==> src/hss_pkg.sv <==
// ----------------------------------------------------------------------------
// hss_pkg
// Shared types, constants and the quarter-wave sine entry function for the
// harmonic sine synthesiser.
// ----------------------------------------------------------------------------
package hss_pkg;

  localparam int unsigned MAX_HARMONICS = 6;
  localparam int unsigned AMP_W         = 16;
  localparam int unsigned ACC_W         = 32;
  localparam int unsigned SINE_W        = 15;
  localparam int unsigned PROD_W        = 32;
  localparam int unsigned PAIR_W        = 33;
  localparam int unsigned Y_W           = 35;
  localparam int unsigned CFG_IDX_W     = 3;
  localparam int unsigned CFG_DATA_W    = 32;
  localparam int unsigned IN_TDATA_W    = 8;
  localparam int unsigned OUT_TDATA_W   = 72;
  localparam int unsigned FIFO_DEPTH    = 2;

  localparam logic [ACC_W-1:0] PHASE_STEP_RST = 32'd4194304;
  localparam logic [ACC_W-1:0] TIME_STEP_RST  = 32'd128;

  typedef enum logic [CFG_IDX_W-1:0] {
    REG_PHASE_STEP,
    REG_TIME_STEP,
    REG_AMP_H1,
    REG_AMP_H2,
    REG_AMP_H3,
    REG_AMP_H4,
    REG_AMP_H5,
    REG_AMP_H6
  } cfg_reg_e;

  // one sample request as it leaves the front end
  typedef struct packed {
    logic [ACC_W-1:0] phase;
    logic [ACC_W-1:0] tstamp;
  } smp_t;

  // queue handshake between front and back
  typedef struct packed {
    logic valid;
    smp_t data;
  } smp_req_t;

  // quarter-wave entry i of a table with 2^bits steps, unsigned Q0.15
  function automatic logic [SINE_W-1:0] sine_entry(input int unsigned i,
                                                   input int unsigned bits);
    logic [63:0] a;
    logic [63:0] a2;
    logic [63:0] t;
    logic [63:0] s;
    logic [63:0] v;
    a  = (64'(i) * 64'd1686629713 + ((64'd1 << bits) >> 1)) >> bits;
    a2 = (a * a) >> 30;
    t  = a;
    s  = a;
    t  = ((t * a2) >> 30) / 64'd6;
    s  = s - t;
    t  = ((t * a2) >> 30) / 64'd20;
    s  = s + t;
    t  = ((t * a2) >> 30) / 64'd42;
    s  = s - t;
    t  = ((t * a2) >> 30) / 64'd72;
    s  = s + t;
    t  = ((t * a2) >> 30) / 64'd110;
    s  = s - t;
    v  = (s * 64'd32767 + (64'd1 << 29)) >> 30;
    if (v > 64'd32767) begin
      v = 64'd32767;
    end
    return v[SINE_W-1:0];
  endfunction

endpackage

==> src/hss_fifo.sv <==
// ----------------------------------------------------------------------------
// hss_fifo
// Short sample queue between front and back end, so that either side can
// stall without holding up the other while the queue has room.
// ----------------------------------------------------------------------------
module hss_fifo
  import hss_pkg::*;
(
  input  logic     clk_i,
  input  logic     rst_ni,
  input  smp_req_t push_i,
  input  logic     pop_i,
  output logic     full_o,
  output smp_req_t head_o
);

  localparam int unsigned PtrW = $clog2(FIFO_DEPTH);
  localparam int unsigned CntW = $clog2(FIFO_DEPTH + 1);

  smp_t            mem_q [FIFO_DEPTH];
  logic [PtrW-1:0] wr_q, wr_d;
  logic [PtrW-1:0] rd_q, rd_d;
  logic [CntW-1:0] cnt_q, cnt_d;
  logic            do_push;
  logic            do_pop;

  assign full_o       = (cnt_q == CntW'(FIFO_DEPTH));
  assign head_o.valid = (cnt_q != '0);
  assign head_o.data  = mem_q[rd_q];
  assign do_push      = push_i.valid && !full_o;
  assign do_pop       = pop_i && head_o.valid;

  always_comb begin
    wr_d  = wr_q;
    rd_d  = rd_q;
    cnt_d = cnt_q;
    if (do_push) begin
      wr_d = (wr_q == PtrW'(FIFO_DEPTH - 1)) ? '0 : wr_q + 1'b1;
    end
    if (do_pop) begin
      rd_d = (rd_q == PtrW'(FIFO_DEPTH - 1)) ? '0 : rd_q + 1'b1;
    end
    if (do_push && !do_pop) begin
      cnt_d = cnt_q + 1'b1;
    end else if (!do_push && do_pop) begin
      cnt_d = cnt_q - 1'b1;
    end
  end

  always_ff @(posedge clk_i) begin
    if (do_push) begin
      mem_q[wr_q] <= push_i.data;
    end
  end

  always_ff @(posedge clk_i or negedge rst_ni) begin
    if (!rst_ni) begin
      wr_q  <= '0;
      rd_q  <= '0;
      cnt_q <= '0;
    end else begin
      wr_q  <= wr_d;
      rd_q  <= rd_d;
      cnt_q <= cnt_d;
    end
  end

endmodule

==> config.mk <==
export PLATFORM = sky130hd
export DESIGN_NAME = hss_fifo
export DESIGN_NICKNAME = d
export VERILOG_FILES = /design/src/hss_pkg.sv /design/src/hss_fifo.sv
export SDC_FILE = /design/constraint.sdc
export NUM_CORES = 1
export LEC_CHECK = 0
export BUFFER_PORTS_ARGS = -buffer_cell sky130_fd_sc_hd__buf_2
export CORE_MARGIN = 2
export CORE_UTILIZATION = 47
export DETAILED_ROUTE_END_ITERATION = 8
export HOLD_SLACK_MARGIN = 0.02
export PLACE_DENSITY = 0.82
export SLEW_MARGIN = 0
export SYNTH_ARGS = -nofsm -noshare
export SYNTH_HDL_FRONTEND = slang
export SYNTH_SLANG_ARGS = --single-unit
export TNS_END_PERCENT = 5
==> constraint.sdc <==
create_clock -name clk_i -period 4.7 [get_ports clk_i]
set_clock_uncertainty 0.2 [all_clocks]
set_input_delay 0.235 -clock clk_i [delete_from_list [all_inputs] [get_ports clk_i]]
set_output_delay 0.235 -clock clk_i [all_outputs]
set_load 0.005 [all_outputs]
==> results.md, run 1 <==
Floorplanning:
- The die boundary height is 107 um.
- The floorplan row count is 37.
- Measured along the x axis, the die boundary spans 107 um.
- For this configuration, the core starts out at a cell density of 0.485.
- The die outline area is 0.0115 mm^2.
- The area of the placeable core is 0.0104 mm^2.
- 134 I/O pins were placed.

Worst setup path:
- The startpoint of the worst setup timing path is rd_q.
- For the worst setup path, the data arrival time is 2.30 ns.
- Among cell families on the critical path, the largest total delay comes from flip-flops.
- The category of the worst setup path capture point is an output port.
- In this run the worst path has a maximum fanout of 65.
- Counting both buffers and inverters, the worst setup path holds a total of 1.
- The critical path in this run is classified as flip-flop to output port.
- The number of cells on the worst reg-to-reg path is 4.
- The critical-path cell with the highest stage delay is dfrtp_4.
- Traced cell by cell, the critical path runs through mux2_2, buf_2.
- The worst register-to-register path ends at mem_q[0][48].
- In this run the register-to-register setup slack is 2.14 ns.
- The critical path ends at head_o[47].
- Counting buffers and inverters, the worst setup path is 2 cells deep.
- The worst register-to-register path begins at cnt_q[0].
- The startpoint type of the worst setup path is a flip-flop.
- The required time at the worst-slack endpoint is 4.26 ns.
- The worst stage delay on the critical path is 1.17 ns.

STA:
- The worst pin sits at a relative slew slack of 0.240.
- The sum of negative setup slack is 0 ns.
- The number of failing hold endpoints at the final stage was 0.
- Setup violations remaining at the end of the flow were counted as 0.
- Setup slack closes at 1.97 ns.
- The number of slew-limit violations in the final report is 0.
- For the pin with the worst max-slew slack, the measured transition is 1.14 ns.
- Based on the critical path, the design can be clocked at up to 0.366 GHz.
- The time the final worst path needs with I/O delays and setup is 2.73 ns.
- Dividing the final minimum period by the clock period gives 0.581.
- Setup repair after global routing left no endpoint under its margin.

Clocking:
- The number of sinks on the clock net is 132.
- The number of CTS-inserted buffers is 17.
- The clock passes through at most 2 buffers.
- The clock network latency to the later pin of the worst-skew pair is 0.52 ns.
- The number of setup buffers added after CTS is 0.
- The clock transition at the registers of the reported paths is 0.06 ns.
- TritonCTS built the clock tree.
- The cell chosen for the clock root is clkbuf_8.
- The H-tree generated during clock tree synthesis spans 4 levels.

Route:
- The first detailed-routing pass took 4 iterations.
- The final antenna-violating net count is 0.
- Summed over all layers, the routed wires come to 9.48 mm.
- The post-detailed-route DRC marker count is 0.
- The count of routing violations after the opening detailed-route iteration is 114.
- The total via count in the routed design is 2768.
- The per-cell routed wire length is 16.3 um.
- In the routed layout, each cell is associated on average with a via count of 4.76.

Final layout:
- Relative to the synthesized area, the layout overhead comes to 42.0%.
- In the final layout, the share of cells above drive strength 1 is 0.525.
- The number of fillers in the final layout is 677.
- The number of antenna cells inserted is 0.
- In the final design database the tool counted 502 nets.

Placement:
- The post-placement worst setup slack is 2.13 ns.
- The HPWL after detailed placement is 5.41 mm.
- During placement, the flow inserted port buffers numbering 133.
- The routability congestion estimate is 0.755.

Yosys:
- The post-synthesis average cell area is 23.0 um^2.
- Synthesis produced a netlist with a net count of 287.
- In this run, distinct cell masters in the synthesized netlist total 16.
- Synthesis inferred 132 register bits.
- The post-synthesis cell area is 0.00502 mm^2.
- The register area share after synthesis is 0.785.
- In the synthesized netlist, the number of instances is 218.
- The total of warnings raised by yosys is 0.

Min path:
- The worst hold path class is primary input to flip-flop.

GRT:
- Entering global routing, the biggest net connects 66 pins.
- The initial antenna violation count is 0.
- Summed over all layers, the global routing overflow is 0.
- For this run, the total global-route usage over all layers was measured as 0.169.
- The number of global-route vias before repair is 2915.
- The first global-routing pass estimated 14.0 mm of wire.

Pwr:
- For this design the static power due to leakage is 0.00288 uW.
- The power per unit of standard cell area is 600 mW/mm^2.
- The maximum resistive drop on vdd is 0.000547 V.

Run status:
- The flow ran to the end, and the final reports show no timing, DRC or antenna violations.

Flow run:
- The number of maximum-capacitance violations is 0.
==> power by group <==
group	internal (uW)	leakage, uW	switching [uW]
registers	1610	0.00123	214
clock network	928	0.000306	468
logic	655	0.00134	405
total	3200	0.00288	1090
==> layout make-up <==
type | count | area (um^2) | area share
Clock inverter | 13 | 205 | 0.0288
Clock buffer | 19 | 432 | 0.0605
Sequential cell | 132 | 3950 | 0.553
Multi-Input combinational cell | 77 | 1010 | 0.142
Timing Repair Buffer | 203 | 1360 | 0.191
Inverter | 2 | 7.51 | 0.00105
Tap cell | 136 | 170 | 0.0239
==> registers in the layout, summed over array words and instances (netlist names) <==
name	cells
wr_q	1
mem_q	128
cnt_q	2
rd_q	1
==> worst register-to-register path: stages, from the launching register on <==
cell      delay, ns
dfrtp_1        0.41
nand2b_1       0.18
nand2_1        0.15
nor2_4         0.66
buf_4          0.59
==> per-stage QoR <==
step | util | cells | area, um^2 | hold slack, ns | total power, uW
floorplan | - | 218 | 5020 | -0.261 | 2500
global placement | 0.561 | 482 | 5820 | -0.155 | 2840
detailed placement | 0.561 | 482 | 5820 | -0.148 | 2870
CTS | 0.688 | 582 | 7130 | 0.220 | 4320
global route | 0.688 | 582 | 7130 | 0.226 | 4470
finish | 0.688 | 582 | 7130 | 0.240 | 4280
==> placed cells by master (no fill, tap or decap), drive strengths merged <==
cell type	n
inv	3
or2	1
edfxtp	128
dlygate4sd3	68
nor2	2
and3	1
clkinvlp	2
nand2	2
xor2	2
clkbuf	19
nand2b	1
dfrtp	4
xnor2	3
ha	1
buf	135
clkinv	5
mux2	64
bufinv	5
==> Yosys cell counts (all sizes together) <==
library cell    n  area share
and3            1      0.0012
buf             7       0.014
dfrtp           4       0.020
edfxtp        128        0.76
ha              1      0.0025
inv             2      0.0015
mux2           64        0.18
nand2           2      0.0020
nand2b          1      0.0012
nor2            2      0.0015
or2             1      0.0012
xnor2           3      0.0052
xor2            2      0.0035
==> worst min-delay path by stage <==
stage / cells past startpoint / start / endpoint / slack [ns]
after floorplan: 0 / rst_ni / cnt_q[0] / -0.26
after global placement: 1 / rst_ni / wr_q / -0.16
after detailed placement: 1 / rst_ni / cnt_q[1] / -0.15
after CTS: 2 / push_i[39] / mem_q[0][39] / 0.22
after global routing: 2 / push_i[27] / mem_q[1][27] / 0.23
final: 2 / push_i[18] / mem_q[1][18] / 0.24
==> kinds of logic after synthesis <==
group | after synthesis | synth area share
flip-flops | 132 | 0.785
multiplexers | 64 | 0.181
buffers and inverters | 9 | 0.0159
AND/OR/NAND/NOR | 7 | 0.00722
XOR/XNOR | 5 | 0.00872
adder cells (fa/ha/maj) | 1 | 0.00249
==> per-layer routing <==
metal | global-route usage | up-vias | wire length [um]
met1 | 0.181 | 1349 | 3780
met4 | 0.0852 | 0 | 249
li1 | - | 1290 | -
met2 | 0.299 | 107 | 4910
met3 | 0.0527 | 22 | 532
met5 | 0 | - | 0
==> timing repair <==
| item | CTS | global route |
|---|---|---|
| hold buffers | 68 | 0 |
| hold endpoints to repair | 135 | 0 |
| gates resized for setup | 0 | 0 |
(Power assumes the default switching activity.)
==> run 2: changes to the inputs <==
--- a/config.mk
+++ b/config.mk
@@ -10,7 +10,7 @@
 export CORE_UTILIZATION = 47
 export DETAILED_ROUTE_END_ITERATION = 8
 export HOLD_SLACK_MARGIN = 0.02
-export PLACE_DENSITY = 0.82
+export PLACE_DENSITY = 0.84
 export SLEW_MARGIN = 0
 export SYNTH_ARGS = -nofsm -noshare
 export SYNTH_HDL_FRONTEND = slang
==> constraint.sdc (replaced) <==
create_clock -name clk_i -period 2.5 [get_ports clk_i]
set_clock_uncertainty 0.2 [all_clocks]
set_input_delay 0.125 -clock clk_i [delete_from_list [all_inputs] [get_ports clk_i]]
set_output_delay 0.125 -clock clk_i [all_outputs]
set_load 0.005 [all_outputs]
==> results.md, run 2 (synthesis gave the netlist of run 1 again) <==
Worst setup path:
- For this design, the slowest cell found on the critical path is dfrtp_4.
- STA puts the critical path data arrival time at 1.90 ns.
- The worst reg-to-reg setup slack is 0.76 ns.
- The worst register-to-register path begins at cnt_q[0].
- Counting cells, the worst reg-to-reg path comes to 7.
- STA classifies the critical path endpoint as an output port.
- For this run, the slowest stage of the critical path takes 0.41 ns.
- The critical path contains buffers and inverters numbering 2 combined.
- The required time at the worst-slack endpoint is 2.17 ns.
- The kind of cell with the highest combined delay along the critical path is buffers and inverters.
- The critical path in this run is classified as flip-flop to output port.
- The worst setup path is launched from a flip-flop.
- The critical path goes through buf_12, mux2_2, buf_2.
- Along the worst path, the maximum fanout reaches 65.
- The worst register-to-register path ends at cnt_q[1].

Pwr:
- VDD sags by at most 0.000587 V.
- For this design the ratio of total power to cell area is 1130 mW/mm^2.
- The sequential share of power is 0.391.
- The internal power component is 6100 uW.
- The analysis attributes to net switching a power of 2040 uW.
- Of the total power, the share spent switching nets is 0.251.
- The clock network fraction of design power is 0.329.
- Summed over all cells, the static leakage comes to 0.00291 uW.
- The total power draw is 8140 uW.
- The share of power burned in combinational logic is 0.281.

Clocking:
- The number of CTS-inserted buffers is 17.
- The H-tree was split into 4 levels.
- The cell chosen for the clock root is clkbuf_8.
- Counting along the longest clock path gives a buffer depth of 2.
- The CTS tree is done.
- After clock tree synthesis, the clock-pin slew on the worst setup and hold paths is 0.06 ns.
- The number of setup buffers added after CTS is 0.
- The clock network latency to the later pin of the worst-skew pair is 0.50 ns.
- The tree built by TritonCTS fans out to 132 sinks.

Final layout:
- Fill cells in the final layout number 676.
- The register with the most flip-flops in the layout has 128 of them.
- Summing all flip-flop and latch instances after layout gives 0.00395 mm^2.
- Leaving out fill and tap cells, the most frequent cell in the layout is buf_2.
- The proportion of layout cells with a drive suffix above 1 is 0.528.
- The final design utilization is 0.693.
- In the layout the commonest cells are buf_2, edfxtp_1, dlygate4sd3_1.
- The post-synthesis to final-layout area growth is 43.0%.
- The register containing the most flip-flops in the final layout is mem_q.
- The largest registers in the layout are mem_q (128), cnt_q (2).
- The multi-input combinational cells in the finished layout cover a total of 0.00101 mm^2.
- In the final design database the tool counted 504 nets.
- The number of antenna cells inserted is 0.

Floorplanning:
- The die boundary height is 107 um.
- During I/O placement, the number of pins put on the boundary was 134.
- The die outline area is 0.0115 mm^2.
- The floorplan die width is 107 um.
- The initial cell density of the core is 0.485.
- The initialized floorplan defines 37 standard-cell rows.
- The core region is 0.0104 mm^2.

Min path:
- The worst hold path class is primary input to flip-flop.
- The hold-critical path depth is 2.
- The path with the worst hold slack has its endpoint at mem_q[1][35].
- The startpoint identified for the worst hold timing path is push_i[35].

Route:
- After detailed routing, the number of remaining DRC violations is 0.
- The first detailed-routing pass took 4 iterations.
- The count of routing violations after the opening detailed-route iteration is 97.
- In the routed layout, each cell is associated on average with a via count of 4.73.
- The total detailed-routing wirelength is 9.43 mm.
- The total via count in the routed design is 2758.
- The final antenna-violating net count is 0.
- After detailed routing, the average wire length per cell comes to 16.2 um.

STA:
- The post-route clock period utilization is 0.888.
- Setup repair after global routing left no endpoint under its margin.
- The sum of negative setup slack is 0 ns.
- In this run the tightest slew margin relative to its limit is 0.678.
- The highest clock frequency the design can meet is 0.450 GHz.
- Setup violations remaining at the end of the flow were counted as 0.
- The worst-case setup margin in the final layout is 0.279 ns.
- For the pin with the worst max-slew slack, the measured transition is 0.483 ns.
- The time the final worst path needs with I/O delays and setup is 2.22 ns.
- The number of slew-limit violations in the final report is 0.
- The number of failing hold endpoints at the final stage is 0.

Flow run:
- The number of maximum-capacitance violations is 0.

GRT:
- The number of global-route vias before repair came to 3010.
- The residual overflow from global routing is 0.
- Entering global routing, the biggest net connects 66 pins.
- The aggregate global-route resource usage is 0.171.
- The first global-routing pass estimated 14.4 mm of wire.
- The initial antenna violation count came to 0.

Run status:
- The run finished with clean final reports.

Placement:
- The congestion estimate from routability-driven global placement came to 0.730.
- Summed over all nets, the half-perimeter wirelength after detailed placement is 5.14 mm.
- The number of input and output port buffers inserted is 133.
- At the placement stage, the worst setup path has a slack of 0.741 ns.
## run 2: power groups by stage
stage          clock network [uW]  logic (uW)  registers, uW
3_5_place_dp                    0        2210           3220
4_1_cts                      2730        2310           3180
2_1_floorplan                   0        1500           3190
6_report                     2670        2280           3180
3_3_place_gp                    0        2180           3180
5_1_grt                      2820        2470           3220
## run 2: worst register-to-register path, cell delays in order, from the launching register on
cell and delay [ns]:
dfrtp_1 0.41, nand2b_1 0.18, nand2_1 0.18, inv_1 0.07, ha_1 0.19, xor2_1 0.14, nor2_1 0.11, xor2_1 0.18
## run 2: layout make-up
type | count | share of cell area
Sequential cell | 132 | 0.549
Timing Repair Buffer | 205 | 0.195
Multi-Input combinational cell | 77 | 0.141
Clock buffer | 17 | 0.0576
Clock inverter | 14 | 0.0327
Tap cell | 136 | 0.0237
Inverter | 2 | 0.00104
## run 2: what timing repair did
item | in CTS | in global routing
resized for setup | 0 | 0
hold endpoints to repair | 136 | 0
hold buffers | 68 | 0
## run 2: how the worst max path moves through the flow
stage	from	end	slack (ns)	cells after the start
detailed placement	cnt_q[0]	cnt_q[1]	0.74	7
finish	rd_q	head_o[41]	0.28	3
floorplan	cnt_q[0]	mem_q[1][0]	-0.21	2
CTS	rd_q	head_o[47]	0.26	3
global route	rd_q	head_o[41]	0.20	3
global placement	cnt_q[0]	mem_q[1][46]	0.82	3
## run 2: metal layers
metal / up-vias / global-route usage / part of all wire
li1: 1296 / - / -
met1: 1357 / 0.175 / 0.38
met2: 92 / 0.321 / 0.55
met3: 13 / 0.0533 / 0.050
met4: 0 / 0.0696 / 0.014
met5: - / 0 / 0
## run 2: stage by stage
step | hold slack, ns | cells | area, um^2
after floorplan | -0.371 | 218 | 5030
after global placement | -0.267 | 484 | 5860
after detailed placement | -0.264 | 484 | 5860
after CTS | 0.112 | 583 | 7190
after global routing | 0.125 | 583 | 7190
final | 0.136 | 583 | 7190
==> run 3: changes to the inputs <==
--- a/config.mk
+++ b/config.mk
@@ -10,6 +10,7 @@
 export CORE_UTILIZATION = 47
 export DETAILED_ROUTE_END_ITERATION = 8
 export HOLD_SLACK_MARGIN = 0.02
+export MAX_ROUTING_LAYER = met4
 export PLACE_DENSITY = 0.84
 export SLEW_MARGIN = 0
 export SYNTH_ARGS = -nofsm -noshare
==> constraint.sdc (replaced) <==
create_clock -name clk_i -period 2.5 [get_ports clk_i]
set_clock_uncertainty 0.2 [all_clocks]
set_input_delay 0.125 -clock clk_i [delete_from_list [all_inputs] [get_ports clk_i]]
set_output_delay 0.125 -clock clk_i [all_outputs]
set_load 0.01 [all_outputs]
==> results.md, run 3 (synthesis gave the netlist of run 1 again) <==
Run status:
- The flow ran to the end, and the final reports show no timing, DRC or antenna violations.

Pwr:
- The leakage component of the power is 0.00285 uW.
- The share of power burned in combinational logic is 0.324.
- The design draws 7750 uW.
- The maximum resistive drop on vdd is 0.000633 V.
- Internal power comes to 5600 uW.
- Of the total power, registers draw 0.410.
- The clock network fraction of design power is 0.266.
- In this run the power density over the cells is 1100 mW/mm^2.
- The switching power summed over all nets is 2150 uW.
- Of the total power, the share spent switching nets is 0.277.

Clocking:
- After clock tree synthesis, the repair step resized 0 gates.
- The tree built by TritonCTS fans out to 132 sinks.
- The CTS tree is done.
- For the worst-skew pair, the clock arrives at the later sink with an insertion delay of 0.50 ns.
- CTS built an H-tree with a depth of 4.
- The number of CTS-inserted buffers is 17.
- The tree is rooted in a clkbuf_8.
- The clock transition at the registers of the reported paths is 0.06 ns.
- No sink is reached through more buffers than the 2 on the longest clock path.

Final layout:
- Registers take 0.00395 mm^2.
- The net count of the finished layout is 504.
- Leaving out fill and tap cells, the most frequent cell in the layout is buf_2.
- Of the cells placed in the final design, the portion with a size suffix greater than 1 is 0.515.
- The number of antenna cells inserted is 0.
- The post-synthesis to final-layout area growth is 40.4%.
- The register containing the most flip-flops in the final layout is mem_q.
- The multi-input combinational cells in the finished layout cover a total of 0.00101 mm^2.
- The largest registers in the layout are mem_q (128), cnt_q (2).
- Counting the fill cells in the layout gives 706.
- Leaving out fill and tap cells, the most frequent cells in the layout are buf_2, edfxtp_1, dlygate4sd3_1.
- The number of flip-flops in the largest register is 128.

Route:
- For this block, the routed nets add up to 9.57 mm of wire.
- Dividing the detail-routed via count by the number of cells gives 4.76.
- The total iterations of the first detailed-routing run is 4.
- For this block, the via count after detailed routing is 2768.
- In the routed design, unresolved DRC markers number 0.
- The detailed router finished its first iteration with 77 violations.
- Once detail routing completed, the nets flagged for antenna violations numbered 0.
- In the final routed layout, each cell accounts on average for 16.5 um.

STA:
- The minimum hold slack is 0.143 ns.
- The number of failing hold endpoints at the final stage came to 0.
- The time the final worst path needs with I/O delays and setup is 2.20 ns.
- The transition time of the tightest slew-check pin is 0.469 ns.
- The post-route clock period utilization is 0.880.
- Based on the critical path, the design can be clocked at up to 0.454 GHz.
- Setup repair after global routing left no endpoint under its margin.
- The worst slew slack as a fraction of its limit is 0.687.
- The number of slew-limit violations in the final report was 0.
- The total of endpoints with negative setup slack in the final report is 0.

GRT:
- The residual overflow from global routing is 0.
- The first-pass GRT wire length is 14.5 mm.
- The initial antenna violation count came to 0.
- The number of global-route vias before repair is 2985.
- The aggregate global-route resource usage is 0.176.
- Entering global routing, the biggest net connects 66 pins.

Floorplanning:
- The die outline area is 0.0115 mm^2.
- The floorplan has 37 rows.
- The area of the placeable core is 0.0104 mm^2.
- The initial utilization of the core area, before any placement, comes to 0.485.
- 134 I/O pins were placed.
- The die is 107 um wide.
- Measured along the y axis, the die boundary spans 107 um.

Worst setup path:
- The category of the worst setup path capture point is an output port.
- The total stage count of the critical path is 3.
- Measured in cells, the most critical reg-to-reg path has a length of 3.
- The capture point of the critical path is head_o[41].
- The signal on the critical path passes through buf_12, mux2_2, buf_2.
- The highest net fanout along the worst path is 65.
- The largest single stage delay on the critical path is 0.41 ns.
- The required time at the worst-slack endpoint is 2.17 ns.
- The critical-path cell with the highest stage delay is dfrtp_4.
- The family with the most delay on the worst path is buffers and inverters.
- The worst path buffer plus inverter count is 2.
- The worst reg2reg path endpoint is mem_q[1][57].
- The worst register-to-register path has a setup slack of 0.72 ns.
- Data arrives at the worst endpoint at 1.88 ns.
- In this run the worst setup path begins at rd_q.
- The worst setup path is launched from a flip-flop.
- The path type of the worst setup path is flip-flop to output port.
- The startpoint of the worst register-to-register path is cnt_q[0].

Placement:
- The HPWL after detailed placement is 5.26 mm.
- The congestion estimate from routability-driven global placement came to 0.711.
- The number of input and output port buffers inserted is 133.

Min path:
- The tightest min-delay check is of the primary input to flip-flop type.

Flow run:
- The number of maximum-capacitance violations is 0.
[run 3: worst min-delay path by stage]
stage	startpoint	to	slack, ns	depth (start not counted)
floorplan	rst_ni	cnt_q[0]	-0.37	0
global placement	rst_ni	cnt_q[1]	-0.27	1
detailed placement	rst_ni	cnt_q[1]	-0.26	1
CTS	push_i[35]	mem_q[0][35]	0.11	2
global route	push_i[56]	mem_q[0][56]	0.13	2
finish	push_i[35]	mem_q[1][35]	0.14	2
[run 3: cell type report]
| cell class | instances | area share |
|---|---|---|
| sequential | 132 | 0.560 |
| tap | 136 | 0.0241 |
| timing repair buffer | 205 | 0.202 |
| clock buffer | 20 | 0.0603 |
| inverter | 2 | 0.00106 |
| clock inverter | 9 | 0.00940 |
| multi-input combinational | 77 | 0.143 |
[run 3: layer usage]
layer	routed length, um	GRT usage
met2	5060	0.312
met5	0	-
met4	257	0.0769
met3	521	0.0593
met1	3730	0.177
[run 3: repair_timing]
item,in CTS,in global routing
hold endpoints to repair,136,0
setup buffers,0,0
hold buffers,68,0
[run 3: power groups by stage]
stage               clock network [uW]  logic [uW]  registers (uW)
floorplan                            0        1700            3190
global placement                     0        2410            3180
detailed placement                   0        2440            3220
CTS                               2110        2530            3180
global route                      2200        2690            3230
finish                            2060        2510            3180
[run 3: worst reg2reg max path: stages (launching register included)]
cell      delay [ns]
dfrtp_1         0.40
nand2b_1        0.17
and3_2          0.43
buf_12          0.25
[run 3: stage by stage]
step           area [um^2]   util  setup TNS [ns]  setup WS [ns]  std cells
2_1_floorplan         5030      -          -13.74         -0.215        218
3_3_place_gp          5880  0.567               0          0.770        484
3_5_place_dp          5880  0.567               0          0.713        484
4_1_cts               7050  0.680               0          0.254        581
5_1_grt               7050  0.680               0          0.206        581
6_report              7050  0.680               0          0.299        581
