[src/hss_pkg.sv]
// ----------------------------------------------------------------------------
// hss_pkg
// Shared types, constants and the quarter-wave sine entry function for the
// harmonic sine synthesiser.
// ----------------------------------------------------------------------------
package hss_pkg;

  localparam int unsigned MAX_HARMONICS = 6;
  localparam int unsigned AMP_W         = 16;
  localparam int unsigned ACC_W         = 32;
  localparam int unsigned SINE_W        = 15;
  localparam int unsigned PROD_W        = 32;
  localparam int unsigned PAIR_W        = 33;
  localparam int unsigned Y_W           = 35;
  localparam int unsigned CFG_IDX_W     = 3;
  localparam int unsigned CFG_DATA_W    = 32;
  localparam int unsigned IN_TDATA_W    = 8;
  localparam int unsigned OUT_TDATA_W   = 72;
  localparam int unsigned FIFO_DEPTH    = 2;

  localparam logic [ACC_W-1:0] PHASE_STEP_RST = 32'd4194304;
  localparam logic [ACC_W-1:0] TIME_STEP_RST  = 32'd128;

  typedef enum logic [CFG_IDX_W-1:0] {
    REG_PHASE_STEP,
    REG_TIME_STEP,
    REG_AMP_H1,
    REG_AMP_H2,
    REG_AMP_H3,
    REG_AMP_H4,
    REG_AMP_H5,
    REG_AMP_H6
  } cfg_reg_e;

  // one sample request as it leaves the front end
  typedef struct packed {
    logic [ACC_W-1:0] phase;
    logic [ACC_W-1:0] tstamp;
  } smp_t;

  // queue handshake between front and back
  typedef struct packed {
    logic valid;
    smp_t data;
  } smp_req_t;

  // quarter-wave entry i of a table with 2^bits steps, unsigned Q0.15
  function automatic logic [SINE_W-1:0] sine_entry(input int unsigned i,
                                                   input int unsigned bits);
    logic [63:0] a;
    logic [63:0] a2;
    logic [63:0] t;
    logic [63:0] s;
    logic [63:0] v;
    a  = (64'(i) * 64'd1686629713 + ((64'd1 << bits) >> 1)) >> bits;
    a2 = (a * a) >> 30;
    t  = a;
    s  = a;
    t  = ((t * a2) >> 30) / 64'd6;
    s  = s - t;
    t  = ((t * a2) >> 30) / 64'd20;
    s  = s + t;
    t  = ((t * a2) >> 30) / 64'd42;
    s  = s - t;
    t  = ((t * a2) >> 30) / 64'd72;
    s  = s + t;
    t  = ((t * a2) >> 30) / 64'd110;
    s  = s - t;
    v  = (s * 64'd32767 + (64'd1 << 29)) >> 30;
    if (v > 64'd32767) begin
      v = 64'd32767;
    end
    return v[SINE_W-1:0];
  endfunction

endpackage

[src/hss_front.sv]
// ----------------------------------------------------------------------------
// hss_front
// Input side: takes sample requests, applies restart and advances the phase
// and time accumulators, pushing one sample into the queue per transfer.
// ----------------------------------------------------------------------------
module hss_front
  import hss_pkg::*;
(
  input  logic             clk_i,
  input  logic             rst_ni,
  input  logic             s_axis_tvalid_i,
  output logic             s_axis_tready_o,
  input  logic             restart_i,
  input  logic [ACC_W-1:0] phase_step_i,
  input  logic [ACC_W-1:0] time_step_i,
  input  logic             q_full_i,
  output smp_req_t         push_o
);

  logic [ACC_W-1:0] phase_acc_q, phase_acc_d;
  logic [ACC_W-1:0] time_acc_q, time_acc_d;
  logic [ACC_W-1:0] phase_cur;
  logic [ACC_W-1:0] time_cur;
  logic             accept;

  assign s_axis_tready_o = !q_full_i;
  assign accept          = s_axis_tvalid_i && !q_full_i;

  always_comb begin
    phase_cur   = restart_i ? '0 : phase_acc_q;
    time_cur    = restart_i ? '0 : time_acc_q;
    phase_acc_d = phase_acc_q;
    time_acc_d  = time_acc_q;
    if (accept) begin
      phase_acc_d = phase_cur + phase_step_i;
      time_acc_d  = time_cur + time_step_i;
    end
  end

  assign push_o.valid       = accept;
  assign push_o.data.phase  = phase_cur;
  assign push_o.data.tstamp = time_cur;

  always_ff @(posedge clk_i or negedge rst_ni) begin
    if (!rst_ni) begin
      phase_acc_q <= '0;
      time_acc_q  <= '0;
    end else begin
      phase_acc_q <= phase_acc_d;
      time_acc_q  <= time_acc_d;
    end
  end

endmodule

[config.mk]
export PLATFORM = sky130hd
export DESIGN_NAME = hss_front
export DESIGN_NICKNAME = d
export VERILOG_FILES = /design/src/hss_pkg.sv /design/src/hss_front.sv
export SDC_FILE = /design/constraint.sdc
export NUM_CORES = 1
export LEC_CHECK = 0
export BUFFER_PORTS_ARGS = -buffer_cell sky130_fd_sc_hd__buf_2
export CORE_MARGIN = 2
export CORE_UTILIZATION = 55
export CTS_BUF_LIST = sky130_fd_sc_hd__clkbuf_16
export DETAILED_ROUTE_END_ITERATION = 10
export PLACE_DENSITY = 0.9
export SLEW_MARGIN = 30
export SYNTH_ARGS = -nofsm -noshare
export SYNTH_HDL_FRONTEND = slang
export SYNTH_SLANG_ARGS = --single-unit
[constraint.sdc]
create_clock -name clk_i -period 7.05 [get_ports clk_i]
set_input_delay 0.3525 -clock clk_i [delete_from_list [all_inputs] [get_ports clk_i]]
set_output_delay 0.3525 -clock clk_i [all_outputs]
set_load 0.05 [all_outputs]
==> impl_metrics.json, run 1 <==
{
  "status": "finished, final reports clean",
  "grt_max_degree": 76,
  "yosysWarnings": 0,
  "cap_viol_max_count": 0,
  "grt_first_pass_wirelength_um": 24560,
  "cp_cell_sequence": "buf_2, nor2b_1, ha_1, fa_1, a211oi_1, nor2_1, o211ai_1, o31ai_2, a41oi_1, a21oi_1, a311oi_1, xor2_1, o21ai_1",
  "gr-usage-met3": 0.03195,
  "clockRootBuffer": "clkbuf_16",
  "async_flop_share": 1.000,
  "min_path_type": "in -> async",
  "r2r-start": "phase_acc_q[0]$_DFFE_PN0P_",
  "synth_area_leaders": "dfrtp_1, ha_1, nor2b_1",
  "holdWs_ns": 0.2162,
  "finalWirelength_um": 14730,
  "max_slew_margin": 0.4453,
  "synth.top_cell.area_share": 0.2692,
  "leakage_nw": 3.607,
  "synth_xor_area_frac": 0.07804,
  "synthesis.nets": 864,
  "mostFrequentLayoutCells": "buf_2, nand2_1, nor2b_1",
  "cts_sinks": 64,
  "via_count": 5684,
  "initial_core_util": 0.5711,
  "cts_tree": "done",
  "io_pins": 135,
  "firstDrtPassIters": 5,
  "grt_busiest_layer": "met2",
  "cpPeakStageDelay_ns": 0.53,
  "insertion_delay_ns": 0.32,
  "synth_area_per_cell_um2": 8.137,
  "via_per_inst": 5.741,
  "detailed_place_hpwl_um": 10930,
  "hold_violations": 0,
  "worst_path_max_delay_cell": "buf_2",
  "final_common_cell": "buf_2",
  "post_cts.repair.setup_buffers": 0,
  "core_area_mm2": 0.01042,
  "power_w": 0.002168,
  "finalMaxSlewViolations": 0,
  "use_met2": 0.4272,
  "endpoint_kind": "flip-flop",
  "die_w_um": 108.0,
  "fin_setup_tns_ns": 0,
  "finalCritPeriodShare": 0.5017,
  "yosysTopAreaCell": "dfrtp_1",
  "syn_to_final_growth_pct": 17.40,
  "cp.required_ns": 7.22,
  "fp.dieArea_mm2": 0.01166,
  "grt_overflow": 0,
  "yosys.area_share.simple": 0.2196,
  "crit_path_start_kind": "input pin",
  "synthMuxAreaShare": 0.001683,
  "worstSetupPathType": "in -> reg",
  "drc_errors": 0,
  "drtIter0Drc": 318,
  "cts_buffer_depth": 2,
  "ys.flop_type": "dfrtp_1",
  "synth_compound_area_frac": 0.2659,
  "ant_nets": 0,
  "r2r_setup_slack_ns": 3.73,
  "cellPowerDensity_mw_per_mm2": 310.5,
  "synth_area_mm2": 0.005948,
  "die_h_um": 108.0,
  "synth_seq_area_share": 0.2692,
  "htreeDepth": 3,
  "drive_above_1_share": 0.1920,
  "grt_pass1_vias": 5406,
  "path_clk_slew_ns": 0.06,
  "cts_buffers": 9,
  "r2r_cells": 12,
  "ir_worst_vdd_mv": 0.1525,
  "min_period_ns": 3.537,
  "yosys_register_bits": 64,
  "timing.rr.end": "phase_acc_q[28]$_DFFE_PN0P_",
  "synth_edf_count": 0,
  "wl_per_cell_um": 14.88,
  "cts_resized": 0,
  "gp_congestion": 0.9336,
  "use_met1": 0.3446,
  "finClkSkew_ns": 0.007420,
  "synth_top_family_by_area": "compound AO/OA/AOI/OAI gates",
  "layout.core_utilization": 0.6704,
  "clock.fmax_mhz": 282.7,
  "antenna_found_initial": 0,
  "ctsHoldBuffers": 0,
  "worst_pin_slew_ns": 0.8320,
  "final_nets": 982,
  "rows": 37,
  "cp_max_fo": 35,
  "synthCells": 731,
  "arrival_ns": 3.71,
  "synth-adder-area-share": 0.1371,
  "yosysUniqueCellTypes": 58,
  "grt_usage": 0.2573,
  "rsz0062_at_grt": "false",
  "antenna_cells": 0,
  "setup-violations-final": 0,
  "portBuffers": 134
}
-- layout make-up --
type	count	area [um2]
Clock buffer	9	225.2
Clock inverter	7	55.05
Fill cell	892	3433
Inverter	14	52.55
Multi-Input combinational cell	623	4185
Sequential cell	64	1602
Tap cell	136	170.2
Timing Repair Buffer	137	693.2
-- kinds of logic after synthesis --
logic type | Yosys count
compound gates | 240
xor+xnor | 53
fa+ha+maj | 64
flops | 64
buf+inv | 44
mux | 1
simple gates | 265
-- worst max path at each step --
stage / slack (ns) / cells after the start / from / endpoint
2_1_floorplan: 3.22 / 13 / restart_i / time_acc_q[28]$_DFFE_PN0P_
3_3_place_gp: 3.28 / 13 / restart_i / time_acc_q[28]$_DFFE_PN0P_
5_1_grt: 3.18 / 13 / restart_i / phase_acc_q[28]$_DFFE_PN0P_
4_1_cts: 3.53 / 13 / restart_i / phase_acc_q[28]$_DFFE_PN0P_
3_5_place_dp: 3.21 / 13 / restart_i / phase_acc_q[28]$_DFFE_PN0P_
6_report: 3.51 / 13 / restart_i / phase_acc_q[28]$_DFFE_PN0P_
-- critical path: cells and delay by family --
| kind | cells | cell delay [ns] |
|---|---|---|
| buffers and inverters | 1 | 0.53 |
| adders and majority gates | 2 | 0.69 |
| AOI/OAI and AO/OA | 7 | 1.67 |
| xor gates and xnor gates | 1 | 0.17 |
| and+or+nand+nor | 2 | 0.27 |
-- synth_stat cells (2+ instances only) --
library cell  count
buf_1             2
a21boi_0          2
a211oi_1         10
nor2b_1          66
xnor2_1          28
fa_1              2
xor2_1           25
o21ai_0          59
or3_1             2
inv_1            14
nand4_1           8
o31ai_1           8
o211ai_1          7
a41oi_1           2
o21bai_1          7
or2_2             2
a21o_1           36
nand2b_1          8
or4_1             2
or3b_2            2
a21oi_1          52
a211o_1           4
o21a_1            9
o21ai_1          16
nor2_1           38
nor3_1            7
nand2_1         102
ha_1             62
a31oi_1          10
nand3b_1          3
clkbuf_1         27
dfrtp_1          64
nand3_1          12
and3_1            9
-- state kept, by name (all words and copies together), names as in the netlist --
signal	count
phase_acc_q	32
time_acc_q	32
-- stage by stage --
stage | setup WS, ns | instances | instance area [um2]
after global placement | 3.279 | 974 | 6703
after floorplan | 3.221 | 731 | 5948
final | 3.513 | 990 | 6983
after detailed placement | 3.207 | 974 | 6703
after global routing | 3.182 | 990 | 6983
after CTS | 3.530 | 990 | 6983
-- where the power goes --
group / leakage [nW] / total (W) / switching, W / internal (W)
Combinational: 2.68 / 0.00120 / 0.000766 / 0.000434
Sequential: 0.784 / 0.000539 / 0.0000525 / 0.000486
Clock: 0.147 / 0.000429 / 0.000162 / 0.000267
-- routing by layer --
layer	vias up	part of all wire
met1	2627	0.46
met2	169	0.47
met4	0	0.022
met5	-	0
met3	26	0.047
li1	2862	-
Power figures use the tool's default switching activity.
==> inputs of run 2 (changes only) <==
--- a/config.mk
+++ b/config.mk
@@ -5,12 +5,13 @@
 export SDC_FILE = /design/constraint.sdc
 export NUM_CORES = 1
 export LEC_CHECK = 0
+export ABC_AREA = 1
 export BUFFER_PORTS_ARGS = -buffer_cell sky130_fd_sc_hd__buf_2
 export CORE_MARGIN = 2
-export CORE_UTILIZATION = 55
+export CORE_UTILIZATION = 52
 export CTS_BUF_LIST = sky130_fd_sc_hd__clkbuf_16
 export DETAILED_ROUTE_END_ITERATION = 10
-export PLACE_DENSITY = 0.9
+export PLACE_DENSITY = 0.87
 export SLEW_MARGIN = 30
 export SYNTH_ARGS = -nofsm -noshare
 export SYNTH_HDL_FRONTEND = slang
==> constraint.sdc (replaced) <==
create_clock -name clk_i -period 2.88 [get_ports clk_i]
set_input_delay 0.144 -clock clk_i [delete_from_list [all_inputs] [get_ports clk_i]]
set_output_delay 0.144 -clock clk_i [all_outputs]
set_load 0.05 [all_outputs]
==> run 2 against run 1 <==
Against the previous run: count of clock-buffer cells in the layout is the same; clock skew shrank 0.0038 ns; global-route usage grew 3.0 points; total power grew 150%; first-iteration DRC count grew 71%; design area grew 23%; setup slack lost 2.8 ns; synthesized cell count grew 84%; flip-flop and latch count is the same; wire length grew 44%.
==> impl_metrics.json, run 2 <==
{
  "endpoint_kind": "flip-flop",
  "ctsHoldBuffers": 0,
  "finalMaxSlewViolations": 0,
  "synth_area_leaders": "nand2_1, dfrtp_1, inv_1",
  "synth_area_mm2": 0.007446,
  "synthCells": 1348,
  "worstSetupPathType": "reg -> reg",
  "grt_pass1_vias": 7702,
  "p_seq_frac": 0.236,
  "seq_area_mm2": 0.001602,
  "min_to": "phase_acc_q[0]$_DFFE_PN0P_",
  "clkPwrFrac": 0.206,
  "fp.dieArea_mm2": 0.01529,
  "synth_seq_area_share": 0.2151,
  "cts_resized": 0,
  "firstDrtPassIters": 5,
  "pre_cts_ws_ns": 0.6313,
  "cellPowerDensity_mw_per_mm2": 623.6,
  "drive_above_1_share": 0.1092,
  "r2r-start": "phase_acc_q[0]$_DFFE_PN0P_",
  "die_w_um": 123.7,
  "cpPeakStageDelay_ns": 0.46,
  "clock.fmax_mhz": 457.8,
  "via_per_inst": 4.948,
  "via_count": 8233,
  "cts_buffer_depth": 2,
  "antenna_cells": 0,
  "intPower_w": 0.002729,
  "synth.most_common_cell": "nand2_1",
  "leakage_nw": 5.602,
  "grt_max_degree": 66,
  "min_period_ns": 2.184,
  "synthesis.nets": 1481,
  "wl_per_cell_um": 12.72,
  "power_w": 0.005372,
  "syn_to_final_growth_pct": 15.71,
  "arrival_ns": 2.42,
  "pwr-share-comb": 0.558,
  "yosysWarnings": 0,
  "reg_top3": "phase_acc_q: 32 flops, time_acc_q: 32 flops",
  "finalWirelength_um": 21160,
  "switching_power_w": 0.002643,
  "ant_nets": 0,
  "gp_congestion": 0.9032,
  "r2r_cells": 12,
  "cts_tree": "done",
  "grt_usage": 0.2875,
  "whs_path_depth": 4,
  "core_area_mm2": 0.01393,
  "cp.required_ns": 3.11,
  "setup-violations-final": 0,
  "status": "finished, final reports clean",
  "synth_area_per_cell_um2": 5.524,
  "drtIter0Drc": 543,
  "yosysTopAreaCell": "nand2_1",
  "rows": 43,
  "cts_buffers": 9,
  "initial_core_util": 0.5343,
  "synth_edf_count": 0,
  "worst_path_max_delay_cell": "fa_1",
  "timing.rr.end": "phase_acc_q[20]$_DFFE_PN0P_",
  "grt_overflow": 0,
  "synthTopCellsByCount": "nand2_1, inv_1, nor2_1",
  "async_flop_share": 1.000,
  "mostFrequentLayoutCells": "nand2_1, inv_1, nor2_1",
  "portBuffers": 134,
  "final_nets": 1612,
  "cp_cell_sequence": "inv_1, nor2_1, ha_1, fa_1, nand3_1, nand3_1, nand3_1, nand3_1, nand2_1, nand3_1, nand3_1, o21ai_0",
  "cp_max_fo": 5,
  "r2r_setup_slack_ns": 0.70,
  "path_clk_slew_ns": 0.06,
  "finClkSkew_ns": 0.003574,
  "htreeDepth": 3,
  "cap_viol_max_count": 0,
  "timing.final.ws_setup_ns": 0.6957,
  "rsz0062_at_grt": "false",
  "synth.top_cell.area_share": 0.2672,
  "critPathMostFrequentCell": "nand3_1",
  "max_slew_margin": 0.4232,
  "yosys_register_bits": 64,
  "clockRootBuffer": "clkbuf_16",
  "final_common_cell": "nand2_1",
  "grt_first_pass_wirelength_um": 34800,
  "io_pins": 135,
  "fillers": 1341,
  "yosysUniqueCellTypes": 26,
  "min_path_type": "in -> reg",
  "worst_pin_slew_ns": 0.8640,
  "drc_errors": 0,
  "ir_worst_vdd_mv": 0.4627,
  "cts_sinks": 64,
  "antenna_found_initial": 0,
  "layout.core_utilization": 0.6183,
  "multi_input_area_mm2": 0.004654,
  "die_h_um": 123.7,
  "fin_setup_tns_ns": 0,
  "ys.flop_type": "dfrtp_1",
  "worstHoldStart": "phase_step_i[0]",
  "switching_share": 0.4920,
  "post_cts.repair.setup_buffers": 0,
  "hold_violations": 0,
  "finalCritPeriodShare": 0.7584,
  "insertion_delay_ns": 0.35,
  "detailed_place_hpwl_um": 16590,
  "crit_path_start_kind": "flip-flop"
}
[run 2: cell count changes after synthesis, sizes merged, moves of 13 or more]
cell / delta
inv: +280
nand3: +76
o21ai: -39
nor2: +110
a21o: -34
xor2: -22
nand2: +432
nor2b: -66
clkbuf: -13
[run 2: worst max path at each step]
stage	start	to	slack [ns]	cells past startpoint
floorplan	restart_i	time_acc_q[20]$_DFFE_PN0P_	0.26	14
global placement	restart_i	phase_acc_q[24]$_DFFE_PN0P_	0.64	13
detailed placement	restart_i	phase_acc_q[24]$_DFFE_PN0P_	0.63	13
CTS	phase_acc_q[0]$_DFFE_PN0P_	phase_acc_q[20]$_DFFE_PN0P_	0.68	12
global route	phase_acc_q[0]$_DFFE_PN0P_	phase_acc_q[20]$_DFFE_PN0P_	0.42	13
finish	phase_acc_q[0]$_DFFE_PN0P_	phase_acc_q[20]$_DFFE_PN0P_	0.70	12
[run 2: cell type report]
cell class | count | share of cell area
repair buffers | 141 | 0.08612
inverters | 294 | 0.1281
well taps | 180 | 0.02614
flip-flops and latches | 64 | 0.1859
multi-input cells | 969 | 0.5402
clock buffers | 9 | 0.02614
clock inverters | 7 | 0.007406
[run 2: worst max-delay path, delay by kind of cell, from the launching register on]
family / cells / cell delay [ns]
fa+ha+maj: 2 / 0.68
compound gates: 1 / 0.09
simple gates: 8 / 0.88
buf+inv: 1 / 0.06
flops: 1 / 0.35
[run 2: power groups by stage]
stage / combinational [W] / clock (W) / sequential, W
finish: 0.00300 / 0.00111 / 0.00127
global route: 0.00336 / 0.00117 / 0.00130
CTS: 0.00297 / 0.00113 / 0.00127
detailed placement: 0.00296 / 0 / 0.00128
global placement: 0.00292 / 0 / 0.00127
floorplan: 0.00229 / 0 / 0.00125
[run 2: kinds of logic after synthesis]
family	after synthesis	synth area share
compound gates	93	0.06637
xor+xnor	23	0.02706
buf+inv	315	0.1601
simple gates	789	0.4218
flops	64	0.2151
fa+ha+maj	64	0.1096
[run 2: stage by stage]
step | cell area [um2] | hold WS (ns) | cells
after CTS | 8602 | 0.02477 | 1663
final | 8616 | 0.1335 | 1664
after detailed placement | 8313 | 0.3937 | 1647
after floorplan | 7446 | -0.1516 | 1348
after global routing | 8616 | 0.1665 | 1664
after global placement | 8313 | 0.4016 | 1647
[run 2: layer usage]
metal,vias to the layer above,routed length (um),track usage
met1,3662,9537,0.3582
met2,218,9996,0.4993
met4,0,565,0.09872
met5,-,0,0
met3,44,1062,0.05128
li1,4309,-,-
==> inputs of run 3 (changes only) <==
--- a/config.mk
+++ b/config.mk
@@ -5,13 +5,13 @@
 export SDC_FILE = /design/constraint.sdc
 export NUM_CORES = 1
 export LEC_CHECK = 0
-export ABC_AREA = 1
+export ABC_AREA = 0
 export BUFFER_PORTS_ARGS = -buffer_cell sky130_fd_sc_hd__buf_2
 export CORE_MARGIN = 2
-export CORE_UTILIZATION = 52
+export CORE_UTILIZATION = 55
 export CTS_BUF_LIST = sky130_fd_sc_hd__clkbuf_16
 export DETAILED_ROUTE_END_ITERATION = 10
-export PLACE_DENSITY = 0.87
+export PLACE_DENSITY = 0.9
 export SLEW_MARGIN = 30
 export SYNTH_ARGS = -nofsm -noshare
 export SYNTH_HDL_FRONTEND = slang
==> constraint.sdc (replaced) <==
create_clock -name clk_i -period 2.2 [get_ports clk_i]
set_input_delay 0.11 -clock clk_i [delete_from_list [all_inputs] [get_ports clk_i]]
set_output_delay 0.11 -clock clk_i [all_outputs]
set_load 0.05 [all_outputs]
==> run 3 against run 2 <==
Against the previous run: the flow now stops in global routing (5_1_grt); synthesized cell count down 46%; synthesized area down 20%.
==> impl_metrics.json, run 3 <==
{
  "cts_buffer_depth": 2,
  "grt_max_degree": 44,
  "htreeDepth": 3,
  "haltStage": "global routing (5_1_grt)",
  "io_pins": 135,
  "async_flop_share": 1.000,
  "ys.flop_type": "dfrtp_1",
  "pre_cts_ws_ns": -0.8375,
  "grt_usage": 0.7126,
  "cts_buffers": 9,
  "synth_area_mm2": 0.005948,
  "synth-adder-area-share": 0.1371,
  "portBuffers": 134,
  "yosys.area_share.simple": 0.2196,
  "grt_pass1_vias": 9922,
  "yosysUniqueCellTypes": 58,
  "yosysTopAreaCell": "dfrtp_1",
  "grt_first_pass_wirelength_um": 61450,
  "error": "[ERROR GRT-0116] Global routing finished with congestion. Check the congestion regions in the DRC Viewer.",
  "dpl.cell_count": 1163,
  "synth_compound_area_frac": 0.2659,
  "synth_edf_count": 0,
  "die_w_um": 108.0,
  "synthCells": 731,
  "status": "stopped before the end",
  "synthTopCellsByCount": "nand2_1, nor2b_1, dfrtp_1",
  "detailed_place_hpwl_um": 15800,
  "yosys_register_bits": 64,
  "synthMuxAreaShare": 0.001683,
  "die_h_um": 108.0,
  "synth.top_cell.area_share": 0.2692,
  "cts_sinks": 64,
  "synth.most_common_cell": "nand2_1",
  "synth_area_per_cell_um2": 8.137,
  "clockRootBuffer": "clkbuf_16",
  "rows": 37,
  "grt_overflow": 8,
  "synth_area_leaders": "dfrtp_1, ha_1, nor2b_1",
  "gp_congestion": 0.9803,
  "synthesis.nets": 864,
  "synth_top_family_by_area": "compound AO/OA/AOI/OAI gates",
  "initial_core_util": 0.5711,
  "yosysWarnings": 0,
  "synth_xor_area_frac": 0.07804,
  "synth_seq_area_share": 0.2692
}
run 3: changes by cell type after synthesis, moves of 28 or more:
cell,delta
nand2_1,-428
inv_1,-279
o21ai_0,+28
a21o_1,+34
nand3_1,-73
nor2b_1,+66
nor2_1,-110
run 3: through the flow:
step                instance area, um2  hold slack, ns
floorplan                         6539         -0.1856
global placement                  8691          0.1374
detailed placement                8691          0.1478
CTS                               9761          0.1135
run 3: kinds of logic after synthesis:
logic type	count (synthesis)
AO/OA/AOI/OAI	240
flip-flops	64
XOR/XNOR	53
multiplexers	1
adder cells (fa/ha/maj)	64
AND/OR/NAND/NOR	265
buffers and inverters	44
run 3: routing by layer:
metal  global-route usage  overflow
met1               0.7160         0
met2               0.8935         1
met5              0.08929         0
met3               0.5564         0
met4               0.7005         7
run 3: repair_timing:
action	in CTS
setup endpoints to repair	49
endpoints found under the hold margin	22
gates resized for setup	111
hold buffers	1
setup buffers	35
pin swaps	73
==> inputs of run 4 (changes only) <==
--- a/config.mk
+++ b/config.mk
@@ -8,10 +8,9 @@
 export ABC_AREA = 0
 export BUFFER_PORTS_ARGS = -buffer_cell sky130_fd_sc_hd__buf_2
 export CORE_MARGIN = 2
-export CORE_UTILIZATION = 55
-export CTS_BUF_LIST = sky130_fd_sc_hd__clkbuf_16
+export CORE_UTILIZATION = 40
 export DETAILED_ROUTE_END_ITERATION = 10
-export PLACE_DENSITY = 0.9
+export PLACE_DENSITY_LB_ADDON = 0.15
 export SLEW_MARGIN = 30
 export SYNTH_ARGS = -nofsm -noshare
 export SYNTH_HDL_FRONTEND = slang
==> run 4 against run 3 <==
Against the previous run: the flow now finishes, with violations (setup timing).
==> impl_metrics.json, run 4 (synthesis results as in run 1) <==
{
  "antenna_found_initial": 0,
  "min_period_ns": 2.927,
  "drive_above_1_share": 0.5392,
  "fp.dieArea_mm2": 0.01586,
  "cp_max_fo": 3,
  "routed.top_layer": "met4",
  "insertion_delay_ns": 0.35,
  "grt_first_pass_wirelength_um": 33870,
  "fin_cells": 1295,
  "min_path_type": "in -> reg",
  "die_h_um": 125.9,
  "io_pins": 135,
  "clockRootBuffer": "clkbuf_16",
  "worstHoldStart": "time_step_i[31]",
  "fin_setup_tns_ns": -16.59,
  "drc_errors": 0,
  "clock.fmax_mhz": 341.7,
  "setup-violations-final": 45,
  "status": "finished with violations",
  "fillers": 1078,
  "finalCritPeriodShare": 1.330,
  "worstSetupPathType": "reg -> reg",
  "cellPowerDensity_mw_per_mm2": 919.9,
  "finalWirelength_um": 21680,
  "grt_pass1_vias": 7131,
  "cap_viol_max_count": 0,
  "mostFrequentLayoutCells": "buf_4, buf_2, nand2_1",
  "detailed_place_hpwl_um": 14590,
  "portBuffers": 134,
  "firstDrtPassIters": 4,
  "cts_sinks": 64,
  "switching_share": 0.4222,
  "pwr-share-comb": 0.647,
  "leakage_nw": 5.239,
  "via_per_inst": 5.361,
  "grt_max_degree": 65,
  "r2r-start": "time_acc_q[0]$_DFFE_PN0P_",
  "worst_path_max_delay_cell": "dfrtp_1",
  "worst_pin_slew_ns": 0.5774,
  "crit_start": "time_acc_q[0]$_DFFE_PN0P_",
  "cp.required_ns": 2.42,
  "crit_buf_inv": 0,
  "crit_path_start_kind": "flip-flop",
  "reg_top3": "phase_acc_q: 32 flops, time_acc_q: 32 flops",
  "gp_congestion": 0.8848,
  "final_nets": 1240,
  "switching_power_w": 0.004056,
  "rows": 44,
  "syn_to_final_growth_pct": 75.56,
  "finClkSkew_ns": 0.005727,
  "clkPwrFrac": 0.168,
  "dpl.cell_count": 1237,
  "intPower_w": 0.005550,
  "hold_violations": 0,
  "cpPeakStageDelay_ns": 0.38,
  "antenna_cells": 0,
  "cp_cell_sequence": "nor2b_4, ha_4, fa_2, a21o_1, a21o_4, a2111oi_4, nor3_2, o211a_1, o41ai_4, o31ai_1, xnor2_1, o21ai_1",
  "endpoint_kind": "flip-flop",
  "arrival_ns": 3.15,
  "grt_overflow": 0,
  "wl_per_cell_um": 16.74,
  "timing.final.ws_setup_ns": -0.7267,
  "cts_tree": "done",
  "ir_worst_vdd_mv": 0.4789,
  "crit_family": "compound AO/OA/AOI/OAI gates",
  "holdWs_ns": 0.09768,
  "finalMaxSlewViolations": 0,
  "wl_met2_um": 11030,
  "wl_met1_um": 9332,
  "via_count": 6943,
  "wl_met3_um": 806,
  "drtIter0Drc": 385,
  "ant_nets": 0,
  "htreeDepth": 3,
  "cts_buffer_depth": 2,
  "grt_usage": 0.2600,
  "p_seq_frac": 0.185,
  "cts_buffers": 9,
  "max_slew_margin": 0.6110,
  "failed_checks": "setup timing",
  "die_w_um": 125.9,
  "core_area_mm2": 0.01453,
  "final_common_cell": "buf_4",
  "rsz0062_at_grt": "true",
  "initial_core_util": 0.4093,
  "path_clk_slew_ns": 0.05
}
[run 4: repair_timing]
action / CTS / global route
endpoints found under the setup margin: 48 / 51
pin swaps: 54 / 61
buffers inserted: 33 / 17
endpoints found under the hold margin: 64 / 0
hold buffers: 1 / 0
resized for setup: 106 / 68
[run 4: layer usage]
layer | vias to the layer above | GRT usage
met5 | - | 0
met4 | 0 | 0.09502
met3 | 38 | 0.03696
met2 | 174 | 0.4620
met1 | 3354 | 0.3197
li1 | 3377 | -
[run 4: worst reg2reg max path, cell delays in order (launching register included)]
cell and delay (ns):
dfrtp_1 0.38, nor2b_4 0.14, ha_4 0.17, fa_2 0.34
a21o_1 0.19, a21o_4 0.22, a2111oi_4 0.34, nor3_2 0.10
o211a_1 0.26, o41ai_4 0.32, o31ai_1 0.13, xnor2_1 0.15
o21ai_1 0.07
[run 4: cell type report]
cell class              count  area (um2)  area share
multi-input cells         623        5504      0.5271
repair buffers            395        2733      0.2617
flip-flops and latches     64        1602      0.1534
clock buffers              12       256.5     0.02456
well taps                 184       230.2     0.02205
clock inverters             3       65.06    0.006231
inverters                  14       52.55    0.005032
[run 4: through the flow]
step / utilization / total power, W / instance area [um2] / setup WS, ns
after floorplan: - / 0.005101 / 6539 / -0.6125
after global placement: 0.6155 / 0.006790 / 8946 / -0.6929
after detailed placement: 0.6155 / 0.006900 / 8946 / -0.7394
after CTS: 0.6907 / 0.009133 / 10040 / -0.7112
after global routing: 0.7185 / 0.01015 / 10440 / -0.8820
final: 0.7185 / 0.009606 / 10440 / -0.7267
[run 4: worst paths after layout]
check,endpoint,slack (ns),cells past startpoint
setup / recovery,time_acc_q[28]$_DFFE_PN0P_,-0.73,12
hold / removal,time_acc_q[31]$_DFFE_PN0P_,0.1,4
setup reg to reg,time_acc_q[28]$_DFFE_PN0P_,-0.73,12
hold reg to reg,time_acc_q[19]$_DFFE_PN0P_,0.47,2
max in group asynchronous,phase_acc_q[19]$_DFFE_PN0P_,1.55,3
min in group asynchronous,phase_acc_q[14]$_DFFE_PN0P_,0.30,3
[run 4: power groups by stage]
stage	sequential [W]	clock, W	combinational (W)
finish	0.00178	0.00161	0.00622
detailed placement	0.00178	0	0.00512
global route	0.00182	0.00168	0.00666
global placement	0.00176	0	0.00503
floorplan	0.00171	0	0.00339
CTS	0.00177	0.00163	0.00573
